==> src/hdl/nvs_pkg.sv <==
// ----------------------------------------------------------------------------
// nvs_pkg: shared types and constants of the nearest-vertex search block
//   Field widths, register reset value, action codes and the command and
//   status bundles between controller and datapath.
// ----------------------------------------------------------------------------
package nvs_pkg;

    localparam int MAX_VERTICES_DEF = 1024;
    localparam int COORD_BITS_DEF   = 16;

    localparam int INDEX_W = 10;
    localparam int COUNT_W = 11;

    localparam logic [COUNT_W-1:0] COUNT_RESET = 11'd12;

    localparam logic ACT_LOAD  = 1'b0;
    localparam logic ACT_QUERY = 1'b1;

    typedef struct packed {
        logic start;     // latch query point
        logic load;      // write table entry from input beat
        logic rd_en;     // read table entry for scoring
        logic rd_first;  // entry read is the first of the scan
        logic rd_last;   // entry read is the last of the scan
        logic publish;   // move best result into output register
    } nvs_cmd_t;

    typedef struct packed {
        logic scan_done; // last entry has been compared
        logic out_free;  // output register can take a result
    } nvs_status_t;

endpackage

==> src/hdl/nvs_ctrl.sv <==
// ----------------------------------------------------------------------------
// nvs_ctrl: nearest-vertex search controller
//   Holds the vertex count register, accepts input beats and sequences the
//   table scan of a query.
// ----------------------------------------------------------------------------
module nvs_ctrl #(
    parameter int MAX_VERTICES = nvs_pkg::MAX_VERTICES_DEF
) (
    input  logic                            aclk,
    input  logic                            aresetn,
    input  logic                            cfg_wr_en,
    input  logic [nvs_pkg::COUNT_W-1:0]     cfg_wr_data,
    input  logic                            s_valid,
    output logic                            s_ready,
    input  logic                            s_action,
    output nvs_pkg::nvs_cmd_t               cmd,
    output logic [$clog2(MAX_VERTICES)-1:0] rd_addr,
    input  nvs_pkg::nvs_status_t            status
);
    import nvs_pkg::*;

    localparam int AW = $clog2(MAX_VERTICES);

    typedef enum logic [3:0] {
        ST_IDLE   = 4'b0001,
        ST_SCAN   = 4'b0010,
        ST_DRAIN  = 4'b0100,
        ST_FINISH = 4'b1000
    } state_t;

    state_t             state_reg, state_next;
    logic [AW-1:0]      addr_reg, addr_next;
    logic [AW-1:0]      last_reg, last_next;
    logic [COUNT_W-1:0] count_reg;
    logic [31:0]        count_eff;
    logic [31:0]        last_wide;
    logic               accept;

    // clamp count: zero scans one entry, oversize saturates to table depth
    always_comb begin
        count_eff = 32'(count_reg);
        if (count_eff == 32'd0) begin
            count_eff = 32'd1;
        end
        if (count_eff > 32'(MAX_VERTICES)) begin
            count_eff = 32'(MAX_VERTICES);
        end
        last_wide = count_eff - 32'd1;
    end

    assign accept  = s_valid && s_ready;
    assign rd_addr = addr_reg;

    always_comb begin
        state_next = state_reg;
        addr_next  = addr_reg;
        last_next  = last_reg;
        s_ready    = 1'b0;
        cmd        = '0;
        unique case (state_reg)
            ST_IDLE: begin
                s_ready = 1'b1;
                if (accept) begin
                    if (s_action == ACT_QUERY) begin
                        cmd.start  = 1'b1;
                        addr_next  = '0;
                        last_next  = last_wide[AW-1:0];
                        state_next = ST_SCAN;
                    end else begin
                        cmd.load = 1'b1;
                    end
                end
            end
            ST_SCAN: begin
                cmd.rd_en    = 1'b1;
                cmd.rd_first = (addr_reg == '0);
                cmd.rd_last  = (addr_reg == last_reg);
                addr_next    = addr_reg + 1'b1;
                if (addr_reg == last_reg) begin
                    state_next = ST_DRAIN;
                end
            end
            ST_DRAIN: begin
                if (status.scan_done) begin
                    state_next = ST_FINISH;
                end
            end
            ST_FINISH: begin
                cmd.publish = status.out_free;
                if (status.out_free) begin
                    state_next = ST_IDLE;
                end
            end
            default: begin
                state_next = ST_IDLE;
            end
        endcase
    end

    always_ff @(posedge aclk) begin
        if (!aresetn) begin
            state_reg <= ST_IDLE;
            count_reg <= COUNT_RESET;
        end else begin
            state_reg <= state_next;
            if (cfg_wr_en) begin
                count_reg <= cfg_wr_data;
            end
        end
    end

    always_ff @(posedge aclk) begin
        addr_reg <= addr_next;
        last_reg <= last_next;
    end

endmodule

==> config.mk <==
export PLATFORM = sky130hd
export DESIGN_NAME = nvs_ctrl
export DESIGN_NICKNAME = d
export VERILOG_FILES = /design/src/hdl/nvs_pkg.sv /design/src/hdl/nvs_ctrl.sv
export SDC_FILE = /design/constraint.sdc
export NUM_CORES = 1
export LEC_CHECK = 0
export BUFFER_PORTS_ARGS = -buffer_cell sky130_fd_sc_hd__buf_2
export CAP_MARGIN = 20
export CORE_MARGIN = 2
export CORE_UTILIZATION = 45
export DETAILED_ROUTE_END_ITERATION = 12
export PLACE_DENSITY = 0.67
export REMOVE_ABC_BUFFERS = 1
export SLEW_MARGIN = 20
export SYNTH_ARGS = -nofsm -noshare
export SYNTH_HDL_FRONTEND = slang
export SYNTH_SLANG_ARGS = --single-unit
==> constraint.sdc <==
create_clock -name aclk -period 4.09 [get_ports aclk]
set_input_delay 0.2045 -clock aclk [delete_from_list [all_inputs] [get_ports aclk]]
set_output_delay 0.2045 -clock aclk [all_outputs]
set_load 0.005 [all_outputs]
== Word-level counts from Yosys, hierarchy flattened ==
Index checks and enable logic that the tools add are counted.

* Add/sub/neg operators: 2
* $mul: 0
* Div/mod/pow operators: 0
* $lt $le $gt $ge: 1
* Equal/unequal tests: 10
* Shift operators: 0
* Muxes and demuxes: 18
* Bitwise logic cells: 0
* Reduce and logical (&&, ||, !) cells: 7

{| class="wikitable"
|+ Operators with widths
! kind !! count
|-
| 2-to-1 mux 10 bit || 3
|-
| 2-to-1 mux 4 bit || 5
|-
| case mux 10 bit (2 select lines) || 1
|-
| case mux 4 bit (4 select lines) || 1
|-
| > comparator 11 bit (second input constant) || 1
|-
| zero test 11 bit || 1
|-
| 2-to-1 mux 11 bit || 1
|-
| adder 10 x 1 -> 10 bit (second input constant) || 1
|-
| == test 10 bit || 1
|-
| zero test 10 bit || 1
|-
| inequality test 2 bit (second input constant) || 5
|-
| subtractor 10 x 1 -> 10 bit (second input constant) || 1
|-
| AND reduction 3 bit || 2
|-
| AND reduction 5 bit || 1
|-
| == test 4 x 1 -> 1 bit (second input constant) || 1
|-
| == test 4 x 2 -> 1 bit (second input constant) || 1
|-
| == test 4 x 3 -> 1 bit (second input constant) || 1
|-
| == test 4 bit (second input constant) || 1
|-
| 2-to-1 mux 1 bit || 4
|-
| 2-to-1 mux 2 bit || 2
|-
| 2-to-1 mux 3 bit || 1
|-
| nonzero test 2 bit || 1
|-
| logical AND 1 bit || 1
|}

* Register bits after elaboration: 35
* Latch bits: 0
* Bits in writable memories: 0
* ROM bits: 0
* Input bits: 18
* Output and inout port bits: 17
* Word-level logic and storage cells: 42
* Memories kept: 0

== Logic depth before layout (Yosys ltp) ==
* Depth after elaboration: 5
* Gate-level depth with buffers: 10
* Depth with buffers taken out: 9

== Least setup slack after synthesis ==
OpenSTA, ideal clock, no wires.

* Path type: register to register
* From: register count_reg[6]
* To: register last_reg[4] (data pin)
* Setup time: 0.258 ns
* Data arrival time: 1.647 ns
* Data required time: 3.832 ns
* Slack: 2.185 ns
* Cell stages (with the launch flop): 11
* Path buffers: 1
* Period minus slack after synthesis: 1.905 ns
* Cell sequence: dfxtp_1 -> nor4_1 -> nand2_1 -> nor2_1 -> o21ai_0 -> ha_1 -> clkbuf_1 -> o21ai_0 -> o21ai_0 -> nand2_1 -> nand2_1

* Longest elaborated chain between the ends: 5

{| class="wikitable"
|+ Ends and longest elaborated chain
! what !! line !! source
|-
| from (decl) || nvs_ctrl.sv:34 || <nowiki>logic [COUNT_W-1:0] count_reg;</nowiki>
|-
| from (signal assigned) || nvs_ctrl.sv:107 || <nowiki>count_reg <= cfg_wr_data;</nowiki>
|-
| zero test 11 bit || nvs_ctrl.sv:42 || <nowiki>if (count_eff == 32'd0) begin</nowiki>
|-
| 2-to-1 mux 11 bit (*) || nvs_ctrl.sv:42 ||
|-
| > comparator 11 bit || nvs_ctrl.sv:45 || <nowiki>if (count_eff > 32'(MAX_VERTICES)) begin</nowiki>
|-
| 2-to-1 mux 10 bit (*) || nvs_ctrl.sv:45 ||
|-
| subtractor 10 x 1 -> 10 bit (*) || nvs_ctrl.sv:48 || <nowiki>last_wide = count_eff - 32'd1;</nowiki>
|-
| net last_wide[4] || nvs_ctrl.sv:36 || <nowiki>logic [31:0] last_wide;</nowiki>
|-
| to (signal assigned) || nvs_ctrl.sv:114 || <nowiki>last_reg <= last_next;</nowiki>
|-
| to (decl) || nvs_ctrl.sv:33 || <nowiki>logic [AW-1:0] last_reg, last_next;</nowiki>
|}

Mark *: on every way through the listed nets, which the timed path passes. The rest lies on a longest branch.
A chain may end at the register's enable or synchronous reset.

== Final worst setup path ==
Same ends and word-level chain as after synthesis.

==> flow_metrics.tcl <==
set metrics [dict create \
    dp.cells 263 \
    netlist-cell-type-count 42 \
    yosysWarningCount 0 \
    htreeDepth 2 \
    pin_count 35 \
    dieArea_um2 4700 \
    crit_start "count_reg[6]$_SDFFE_PN0P_" \
    synth_flop_cell "edfxtp_1" \
    rows 23 \
    critPathMaxFanout 8 \
    die_y_um 68.6 \
    numCtsBuffers 5 \
    gr-total-overflow 0 \
    grt_pass1_wl_um 5480 \
    grt_usage_pct 16.3 \
    syn-instance-count 186 \
    synth_seq_cells 35 \
    slew_violations 0 \
    cts_buffer_depth 2 \
    place.gp.congestion 0.878 \
    initial_core_util_pct 46.9 \
    fin_tns_setup_ns 0 \
    first_iter_violations 86 \
    hold_violations 0 \
    peakVddDrop_uv 210 \
    largest_register_ffs 11 \
    syn_to_final_growth_pct 15.5 \
    via_count 1426 \
    hold_depth 3 \
    drive_gt1_share_pct 19.5 \
    antenna-diode-count 0 \
    outcome "complete, no violations" \
    portBuffers 34 \
    drt_pass1_iterations 5 \
    fmax_mhz 487 \
    seqCellArea_um2 901 \
    routed_wl_um 3420 \
    synth-edff-count 20 \
    worst_pin_slew_ns 0.585 \
    worstRegToRegCells 9 \
    fin_total_pwr_mw 0.770 \
    crit_buf_inv 0 \
    cp-end-kind "register" \
    rsz0062_at_grt "no" \
    cap_violations 0 \
    crit_family "simple AND/OR/NAND/NOR gates" \
    fin_nets 241 \
    min_path_type "primary input to register" \
    r2r_end "last_reg[4]$_DFFE_PP_" \
    crit_path_cell_trace "nor4_1 -> nand2_1 -> nor2_1 -> o21ai_0 -> ha_1 -> o21ai_0 -> o21ai_0 -> nand2_1 -> nand2_1" \
    grt_max_degree 16 \
    min_period_ns 2.05 \
    power-per-cell-area_nw_per_um2 355 \
    period_share_pct 50.2 \
    leakage_nw 0.865 \
    grt_pass1_vias 1181 \
    cts_hold_buf 0 \
    wire_per_inst_um 12.6 \
    r2r_slack_ns 2.04 \
    critical_path_class "register to register" \
    antenna_found_initial 0 \
    cp.required_ns 4.14 \
    clock-sinks 35 \
    clk_latency_ns 0.30 \
    path_clk_slew_ns 0.07 \
    clock-root-buffer "clkbuf_8" \
    syn_avg_cell_area_um2 10.1 \
    ys_async_sr_fraction_pct 0 \
    maxSlewHeadroom_pct 60.5 \
    drtAntennaViolNets 0 \
    cts.repair.resized 0 \
    slowest_delay_ns 0.50 \
    finalSetupViolCount 0 \
    vias_per_cell 5.26 \
    cp_slowest_cell "nor4_1" \
    coreArea_um2 4000 \
    final_cells 271 \
    multi_input_area_um2 915 \
    crit_cells 9 \
    fillers 373 \
    drc 0 \
    startpoint_type "register" \
    post_cts_buffers 0 \
    synth_seq_area_share_pct 48.0 \
    timing.rr.start "count_reg[6]$_SDFFE_PN0P_" \
    cts_tree "yes" \
    finalClockSkew_ns 0.00749 \
    netlist_area_um2 1880 \
    crit_arrival_ns 2.10 \
    dieWidth_um 68.6 \
    crit_end "last_reg[4]$_DFFE_PP_" \
    hpwl_um 2500 \
]
==> final cells by class <==
type	instances	area share [%]
inverter	8	1.38
clock inverter	1	0.173
timing repair buffer	34	7.85
tap	50	2.89
clock buffer	7	3.98
sequential	35	41.5
multi-input combinational	136	42.2
==> layout by cell type (no fill, tap or decap), types with 6 or more instances in the layout <==
master / n
clkbuf_8: 6
nor4_1: 6
inv_1: 8
xnor2_1: 12
o21ai_0: 9
nor2b_1: 10
mux2i_1: 12
edfxtp_1: 20
dfxtp_1: 15
nand2_1: 21
nor2_1: 12
xor2_1: 6
buf_2: 34
==> cell usage after synthesis (all sizes together), types with 4 or more instances <==
| library cell | n | area (um2) |
|---|---|---|
| a21oi | 4 | 20.0 |
| clkbuf | 5 | 18.8 |
| dfxtp | 15 | 300 |
| edfxtp | 20 | 601 |
| inv | 8 | 30.0 |
| mux2i | 12 | 120 |
| nand2 | 21 | 78.8 |
| nand3 | 4 | 20.0 |
| nand4 | 4 | 25.0 |
| nor2 | 12 | 45.0 |
| nor2b | 10 | 62.6 |
| nor3 | 5 | 30.0 |
| nor4 | 7 | 58.8 |
| o21ai | 9 | 45.0 |
| xnor2 | 12 | 105 |
| xor2 | 6 | 52.6 |
==> logic make-up (layout without fill, tap and decap cells) <==
| kind of cell | count (synthesis) | count (layout) | synth area share [%] |
|---|---|---|---|
| xor gates and xnor gates | 18 | 18 | 8.40 |
| buffers and inverters | 15 | 50 | 3.27 |
| adders and majority gates | 3 | 3 | 2.00 |
| muxes | 12 | 12 | 6.40 |
| DFF | 35 | 35 | 48.0 |
| AOI/OAI and AO/OA | 26 | 26 | 9.00 |
| and+or+nand+nor | 77 | 77 | 22.9 |
==> worst reg2reg max path: stages (launching register included) <==
cell and delay, ns:
dfxtp_1 0.36, nor4_1 0.50, nand2_1 0.14, nor2_1 0.10, o21ai_0 0.10, ha_1 0.30, o21ai_0 0.10, o21ai_0 0.09
nand2_1 0.08, nand2_1 0.04
==> report_power, final <==
| group | internal [mW] | switching (mW) | total, mW |
|---|---|---|---|
| clock | 0.135 | 0.122 | 0.257 |
| combinational | 0.0463 | 0.0458 | 0.0921 |
| sequential | 0.396 | 0.0254 | 0.421 |
==> per-stage QoR <==
stage	setup slack, ns	hold slack (ns)	instance area (um2)	util [%]
final	2.04	0.125	2170	54.2
after global routing	1.84	0.163	2170	54.2
after CTS	2.04	0.120	2170	54.2
after detailed placement	2.05	0.425	2080	52.0
after global placement	2.09	0.419	2080	52.0
after floorplan	2.26	0.266	1850	-
==> per-layer routing <==
metal	GRT usage (%)	vias to the layer above	wire, um
met5	0	-	0
met2	24.2	35	1540
met3	4.38	8	175
met4	10.5	0	97
met1	20.8	643	1600
li1	-	740	-
==> worst min-delay path by stage <==
stage / slack, ns / startpoint / end
floorplan: 0.27 / aresetn / count_reg[2]$_SDFFE_PN1P_
global placement: 0.42 / cfg_wr_data[3] / count_reg[3]$_SDFFE_PN1P_
detailed placement: 0.43 / cfg_wr_data[3] / count_reg[3]$_SDFFE_PN1P_
CTS: 0.12 / cfg_wr_data[3] / count_reg[3]$_SDFFE_PN1P_
global route: 0.16 / cfg_wr_data[2] / count_reg[2]$_SDFFE_PN1P_
finish: 0.13 / cfg_wr_data[3] / count_reg[3]$_SDFFE_PN1P_
Power figures use the tool's default switching activity.
